==> src/rtl/core/wp_pkg.sv <==
// shared types, constants and the arctangent table for the waypoint velocity block
package wp_pkg;

  localparam int CORDIC_STAGES = 16;
  localparam int EW            = 25;
  localparam int CW            = 36;
  localparam int ZW            = 34;
  localparam int WZW           = 26;
  localparam int Q_DEPTH       = 4;
  localparam int QAW           = $clog2(Q_DEPTH);
  localparam logic [16:0] INV_K = 17'd39797;

  typedef enum logic [2:0] {
    REG_KP_POS  = 3'd0,
    REG_KP_YAW  = 3'd1,
    REG_POS_TOL = 3'd2,
    REG_YAW_TOL = 3'd3,
    REG_MAX_VX  = 3'd4,
    REG_MAX_VY  = 3'd5,
    REG_MAX_WZ  = 3'd6
  } cfg_reg_t;

  typedef struct packed {
    logic [15:0] kp_pos;
    logic [15:0] kp_yaw;
    logic [19:0] pos_tol;
    logic [15:0] yaw_tol;
    logic [22:0] max_vx;
    logic [22:0] max_vy;
    logic [22:0] max_wz;
  } wp_cfg_t;

  typedef struct packed {
    logic signed [CW-1:0]  x;
    logic signed [CW-1:0]  y;
    logic signed [ZW-1:0]  z;
    logic                  pos_zero;
    logic signed [WZW-1:0] wz;
  } wp_job_t;

  typedef struct packed {
    logic full;
    logic empty;
  } wp_qstat_t;

  function automatic logic signed [ZW-1:0] atan_ang(input int unsigned idx);
    case (idx)
      0:  return 34'h20000000;
      1:  return 34'h12E4051E;
      2:  return 34'h09FB385B;
      3:  return 34'h051111D4;
      4:  return 34'h028B0D43;
      5:  return 34'h0145D7E1;
      6:  return 34'h00A2F61E;
      7:  return 34'h00517C55;
      8:  return 34'h0028BE53;
      9:  return 34'h00145F2F;
      10: return 34'h000A2F98;
      11: return 34'h000517CC;
      12: return 34'h00028BE6;
      13: return 34'h000145F3;
      14: return 34'h0000A2FA;
      15: return 34'h0000517D;
      16: return 34'h000028BF;
      17: return 34'h0000145F;
      18: return 34'h00000A30;
      19: return 34'h00000518;
      20: return 34'h0000028C;
      21: return 34'h00000146;
      22: return 34'h000000A3;
      23: return 34'h00000051;
      default: return '0;
    endcase
  endfunction

endpackage

==> src/rtl/core/wp_if.sv <==
// input item, output command and configuration write channel interfaces
interface wp_in_if;
  logic               valid;
  logic               ready;
  logic signed [23:0] robot_x;
  logic signed [23:0] robot_y;
  logic [15:0]        robot_yaw;
  logic signed [23:0] target_x;
  logic signed [23:0] target_y;
  logic [15:0]        target_yaw;
  logic               use_yaw;

  modport source (output valid, robot_x, robot_y, robot_yaw, target_x, target_y,
                  target_yaw, use_yaw, input ready);
  modport sink (input valid, robot_x, robot_y, robot_yaw, target_x, target_y,
                target_yaw, use_yaw, output ready);
endinterface


==> src/rtl/core/wp_front.sv <==
// front end: error forming, quadrant fold, deadband squares and yaw term
module wp_front import wp_pkg::*; (
  input  logic      clk,
  input  logic      rst_n,
  input  wp_cfg_t   cfg,
  wp_in_if.sink     in_if,
  input  wp_qstat_t qstat,
  output logic      push,
  output wp_job_t   job
);

  logic en;

  logic                  f1_v_r;
  logic signed [EW-1:0]  f1_ex_r;
  logic signed [EW-1:0]  f1_ey_r;
  logic [31:0]           f1_zu_r;
  logic [15:0]           f1_yerr_r;
  logic                  f1_use_r;
  logic                  f1_inr_r;

  logic                  f2_v_r;
  logic signed [CW-1:0]  f2_x_r;
  logic signed [CW-1:0]  f2_y_r;
  logic signed [ZW-1:0]  f2_z_r;
  logic [39:0]           f2_sqx_r;
  logic [39:0]           f2_sqy_r;
  logic [39:0]           f2_tolsq_r;
  logic signed [33:0]    f2_yprod_r;
  logic                  f2_use_r;
  logic                  f2_inr_r;

  logic signed [EW-1:0]    ex, ey;
  logic                    neg;
  logic signed [CW-1:0]    xs, ys;
  logic [31:0]             zf;
  logic signed [2*EW-1:0]  sqx, sqy;
  logic signed [33:0]      yprod;
  logic [40:0]             sq_sum;
  logic signed [WZW-1:0]   wzr;
  logic [WZW-1:0]          wabs;

  assign en          = !f2_v_r || !qstat.full;
  assign in_if.ready = en;
  assign push        = f2_v_r && !qstat.full;

  assign ex = {in_if.target_x[23], in_if.target_x} - {in_if.robot_x[23], in_if.robot_x};
  assign ey = {in_if.target_y[23], in_if.target_y} - {in_if.robot_y[23], in_if.robot_y};

  always_ff @(posedge clk) begin
    if (!rst_n) begin
      f1_v_r <= 1'b0;
      f2_v_r <= 1'b0;
    end else if (en) begin
      f1_v_r <= in_if.valid;
      f2_v_r <= f1_v_r;
    end
  end

  always_ff @(posedge clk) begin
    if (en) begin
      f1_ex_r   <= ex;
      f1_ey_r   <= ey;
      f1_zu_r   <= 32'd0 - {in_if.robot_yaw, 16'd0};
      f1_yerr_r <= in_if.target_yaw - in_if.robot_yaw;
      f1_use_r  <= in_if.use_yaw;
      f1_inr_r  <= (ex < 25'sd1048576) && (ex > -25'sd1048576) &&
                   (ey < 25'sd1048576) && (ey > -25'sd1048576);
    end
  end

  // second or third quadrant: turn the vector by half a turn
  assign neg   = f1_zu_r[31] ^ f1_zu_r[30];
  assign xs    = {{(CW-EW-8){f1_ex_r[EW-1]}}, f1_ex_r, 8'd0};
  assign ys    = {{(CW-EW-8){f1_ey_r[EW-1]}}, f1_ey_r, 8'd0};
  assign zf    = neg ? {~f1_zu_r[31], f1_zu_r[30:0]} : f1_zu_r;
  assign sqx   = f1_ex_r * f1_ex_r;
  assign sqy   = f1_ey_r * f1_ey_r;
  assign yprod = $signed(f1_yerr_r) * $signed({1'b0, cfg.kp_yaw}) + 34'sd128;

  always_ff @(posedge clk) begin
    if (en) begin
      f2_x_r     <= neg ? -xs : xs;
      f2_y_r     <= neg ? -ys : ys;
      f2_z_r     <= {{(ZW-32){zf[31]}}, zf};
      f2_sqx_r   <= sqx[39:0];
      f2_sqy_r   <= sqy[39:0];
      f2_tolsq_r <= cfg.pos_tol * cfg.pos_tol;
      f2_yprod_r <= yprod;
      f2_use_r   <= f1_use_r;
      f2_inr_r   <= f1_inr_r;
    end
  end

  assign sq_sum = {1'b0, f2_sqx_r} + {1'b0, f2_sqy_r};
  assign wzr    = f2_yprod_r[33:8];
  assign wabs   = wzr[WZW-1] ? WZW'(-wzr) : WZW'(wzr);

  always_comb begin
    job          = '0;
    job.x        = f2_x_r;
    job.y        = f2_y_r;
    job.z        = f2_z_r;
    job.pos_zero = f2_inr_r && (sq_sum < {1'b0, f2_tolsq_r});
    if (f2_use_r && (wabs >= {{(WZW-16){1'b0}}, cfg.yaw_tol})) begin
      job.wz = wzr;
    end
  end

endmodule

==> src/flat_wrapper.sv <==
// flat-port wrapper written by rule: the top's interface ports become plain ports
module wp_front_flat import wp_pkg::*;
  (clk, rst_n, cfg, qstat, push, job, in_if_valid, in_if_robot_x, in_if_robot_y, in_if_robot_yaw, in_if_target_x, in_if_target_y, in_if_target_yaw, in_if_use_yaw, in_if_ready);
  wp_in_if in_if_i ();
  input  logic clk;
  input  logic rst_n;
  input  wp_cfg_t cfg;
  input  wp_qstat_t qstat;
  output logic push;
  output wp_job_t job;
  input wire logic [$bits(in_if_i.valid)-1:0] in_if_valid;
  input wire logic [$bits(in_if_i.robot_x)-1:0] in_if_robot_x;
  input wire logic [$bits(in_if_i.robot_y)-1:0] in_if_robot_y;
  input wire logic [$bits(in_if_i.robot_yaw)-1:0] in_if_robot_yaw;
  input wire logic [$bits(in_if_i.target_x)-1:0] in_if_target_x;
  input wire logic [$bits(in_if_i.target_y)-1:0] in_if_target_y;
  input wire logic [$bits(in_if_i.target_yaw)-1:0] in_if_target_yaw;
  input wire logic [$bits(in_if_i.use_yaw)-1:0] in_if_use_yaw;
  output wire logic [$bits(in_if_i.ready)-1:0] in_if_ready;
  assign in_if_i.valid = in_if_valid;
  assign in_if_i.robot_x = in_if_robot_x;
  assign in_if_i.robot_y = in_if_robot_y;
  assign in_if_i.robot_yaw = in_if_robot_yaw;
  assign in_if_i.target_x = in_if_target_x;
  assign in_if_i.target_y = in_if_target_y;
  assign in_if_i.target_yaw = in_if_target_yaw;
  assign in_if_i.use_yaw = in_if_use_yaw;
  assign in_if_ready = in_if_i.ready;
  wp_front u_core (.clk(clk), .rst_n(rst_n), .cfg(cfg), .in_if(in_if_i), .qstat(qstat), .push(push), .job(job));
endmodule
==> config.mk <==
export PLATFORM = sky130hd
export DESIGN_NAME = wp_front_flat
export DESIGN_NICKNAME = d
export VERILOG_FILES = /design/src/rtl/core/wp_pkg.sv /design/src/rtl/core/wp_if.sv /design/src/rtl/core/wp_front.sv /design/src/flat_wrapper.sv
export SDC_FILE = /design/constraint.sdc
export NUM_CORES = 2
export LEC_CHECK = 0
export ABC_CLOCK_PERIOD_IN_PS = 6900
export CAP_MARGIN = 20
export CORE_ASPECT_RATIO = 0.75
export CORE_UTILIZATION = 23
export DETAILED_ROUTE_END_ITERATION = 10
export DONT_BUFFER_PORTS = 1
export PLACE_DENSITY_LB_ADDON = 0.08
export SYNTH_ARGS = -nofsm -noshare
export SYNTH_HDL_FRONTEND = slang
export SYNTH_SLANG_ARGS = --single-unit
==> constraint.sdc <==
create_clock -name clk -period 6.9 [get_ports clk]
set_input_delay 0.345 -clock clk [delete_from_list [all_inputs] [get_ports clk]]
set_output_delay 0.345 -clock clk [all_outputs]
set_load 0.05 [all_outputs]
==> results by group <==
Logic synthesis
  – Number of synthesized flops with an enable pin: approximately 300
  – Sequential share of the synthesized area: between 10% and 20%
  – Syn Inst Count: 7710
  – Post-synthesis cell type count: 93
  – Most frequent cell after synthesis: inv_1
  – Synth Flop Type: edfxtp_1
  – Syn avg cell area: 9.453 sq um
  – Share of the synthesized area in the top cell type: 40.27%
  – Yosys top cell by area: fa_1
  – YS warnings: 0
  – Mapped cell area: 0.07288 sq mm
  – Top post-synthesis cells by area: fa_1 40%, edfxtp_1 12%, ha_1 12%, inv_1 11%, nand2_1 3.6%
  – Post-synth top cells: 2041 x inv_1, 1466 x fa_1, 703 x ha_1
  – Seq cells post-synth: roughly 300
  – Async SR Flop Fraction: 0%

Setup path
  – Largest delay share family, worst path: adder cells
  – RR Startpoint: u_core.f1_ex_r[16]$_DFFE_PP_
  – Worst path max stage delay: 0.58 ns
  – Crit path buffers/inverters: 5
  – Req. time, crit path: 7.29 ns
  – Critical Path Start Type: flip-flop
  – Worst Setup Path Type: reg -> reg
  – Critical path arrival: approximately 7.6 ns
  – Worst path most repeated cell: fa_1
  – Slowest CP cell: fa_1
  – Worst Reg-to-Reg Cells: 25
  – Reg-to-reg slack, setup: -0.34 ns
  – R2R Path End: u_core.f2_sqx_r[39]$_DFFE_PP_
  – Peak fanout along the critical path: 4
  – CP Capture Type: flip-flop
  – CP startpoint: u_core.f1_ex_r[16]$_DFFE_PP_

Route
  – Final wirelength: between 200000 and 250000 microns
  – Via density: 4.083
  – Final ANT Viol Nets: 0
  – Detailed-route via count: about 52000
  – WL per Instance: approximately 19 microns
  – # DRC: 0
  – 1st-iter DRT viols: 2096
  – 1st-pass router iterations: 5

STA
  – Final Hold Fails: 0
  – Worst slew margin: between 20% and 30%
  – Tmin final: 7.245 ns
  – Slew Limit Fails: 0
  – F_max: approximately 140 MHz
  – Skew final: 0.03426 ns
  – Unrepaired setup endpoints after global routing: true
  – Final Cycle Share: 105.0%
  – Endpoints failing setup: 7
  – Setup WS post-layout: -0.3449 ns
  – Worst slew pin tran: 1.112 ns

Die
  – Die Width: 652.0 microns
  – Die H: 489.5 microns
  – Die ar.: approximately 0.32 sq mm
  – Io pins: 406
  – Core area: 0.3145 sq mm
  – Initial core utilization: 23.18%
  – FP Rows: 178

Global route
  – Overall Global Routing Usage: 14.87%
  – Vias in the first global route: 57470
  – Largest net degree at the start of global routing: 145
  – Global-route wire length before repair: 359700 microns
  – GRT overflow: 0
  – Initial antenna violation count: 29

Run status
  – Failing checks: negative setup slack
  – Status: finished, violations left

Hold path
  – Hold path depth: 2
  – Hold endpoint: u_core.f1_ex_r[0]$_DFFE_PP_
  – Hold path start: in_if_robot_x[0]
  – Hold/Removal Path Class: in -> reg

Clocking
  – CTS tree: done
  – Skew-Pair Late Insertion Delay: 0.67 ns
  – Total clock sinks: 301
  – Total CTS buffers: 48
  – H-Tree Depth: 2
  – Clk pin slew, worst setup/hold paths: 0.06 ns
  – Clk root buf: clkbuf_16
  – Clock buffer depth: 3

Finish
  – Final core occ: 27.97%
  – Fillcell total: 33780
  – Layout cell share with drive strength beyond 1: between 15 and 20%
  – Synthesis-to-finish area growth: 20.69%
  – Nets: ~11000

Placed design
  – Post-place setup slack: -0.6651 ns
  – RePlAce Congestion: 0.8133
  – Port Buffers: 0
  – DP HPWL: 200600 microns

Job
  – Max cap viols: 0
-- layout make-up --
class | count | area [sq um] | area share, %
antenna | 8 | 20.02 | 0.02276
clock buffer | 58 | 1260 | 1.432
clock inverter | 30 | 266.5 | 0.3030
inverter | 2055 | 7735 | 8.794
multi-input combinational | 5134 | 56920 | 64.71
sequential | 301 | 9019 | 10.25
tap | 4230 | 5293 | 6.017
timing repair buffer | 856 | 7451 | 8.471
-- flip-flops by register name, summed over array words and instances, names as in the netlist, 16 cells and up --
register / cells
u_core.f1_zu_r: 16
u_core.f2_yprod_r: 26
u_core.f2_sqy_r: 39
u_core.f1_ex_r: 25
u_core.f2_tolsq_r: 39
u_core.f1_ey_r: 25
u_core.f2_sqx_r: 39
u_core.f2_x_r: 27
u_core.f2_z_r: 16
u_core.f1_yerr_r: 16
u_core.f2_y_r: 27
-- kinds of logic after synthesis --
| family | count (synthesis) | share of synthesized area (%) |
|---|---|---|
| compound gates | 746 | 6.633 |
| xor+xnor | 349 | 4.194 |
| fa+ha+maj | 2169 | 52.34 |
| buf+inv | 2306 | 12.09 |
| flops | 301 | 12.37 |
| mux | 11 | 0.1614 |
| other cells | 1 | 0.005145 |
| simple gates | 1827 | 12.20 |
-- per-stage QoR --
step,setup TNS [ns],cells,area [sq um],hold WS [ns]
6_report,-1.488,12670,87960,0.06470
4_1_cts,-2.150,12610,86420,0.001360
3_5_place_dp,-10.53,12420,82980,0.4059
2_1_floorplan,-0.06437,7741,73190,0.4003
3_3_place_gp,-10.93,12420,82980,0.4010
5_1_grt,-5.659,12670,87940,0.03150
-- layout by cell type, fill, tap and decap left out, types with 28 or more instances in the layout --
cell type	netlist	routed
nand4_1	35	35
xnor2_1	270	258
nand3_1	65	60
fa_2	0	61
and2_4	0	29
clkbuf_16	0	49
o21ai_0	95	85
nor2b_1	65	64
edfxtp_1	299	299
o21ai_1	37	37
nor3_1	80	75
nand2_1	702	671
ha_1	703	666
a21oi_1	225	184
buf_6	2	74
nor2_1	281	258
a21oi_2	1	35
inv_1	2041	1976
inv_2	5	66
fa_1	1466	1405
ha_4	0	28
nand2b_1	47	46
and2_1	406	377
or3_1	33	30
o21a_1	53	52
xor2_1	79	75
dlygate4sd3_1	0	36
buf_4	37	686
a21o_1	108	107
conb_1	1	32
and3_1	33	29
buf_12	0	47
-- worst max-delay path by stage --
stage	endpoint	slack, ns	cells past startpoint
6_report	u_core.f2_sqx_r[39]$_DFFE_PP_	-0.34	25
5_1_grt	u_core.f2_sqx_r[39]$_DFFE_PP_	-0.57	28
4_1_cts	u_core.f2_sqx_r[39]$_DFFE_PP_	-0.36	26
3_5_place_dp	u_core.f2_sqx_r[39]$_DFFE_PP_	-0.67	28
3_3_place_gp	u_core.f2_sqx_r[39]$_DFFE_PP_	-0.72	28
2_1_floorplan	u_core.f2_sqx_r[39]$_DFFE_PP_	-0.06	26
-- per-layer routing --
metal  vias up  track usage (%)  share of wire [%]
li1      24760                -                  -
met4         0            1.800                1.1
met5         -                0                  0
met1     26160            22.63                 52
met2       701            22.82                 43
met3       121            2.022                4.0
-- what timing repair did --
action | CTS | global route
hold buffers | 36 | 0
pin swaps | 141 | 234
resized for setup | 237 | 312
endpoints found under the setup margin | 38 | 49
gates cloned | 1 | 0
endpoints found under the hold margin | 30 | 0
setup buffers | 65 | 66
Power is left out: the tool's default activity adds up to more than one toggle a clock period on the data nets, which glitch-free logic cannot reach.
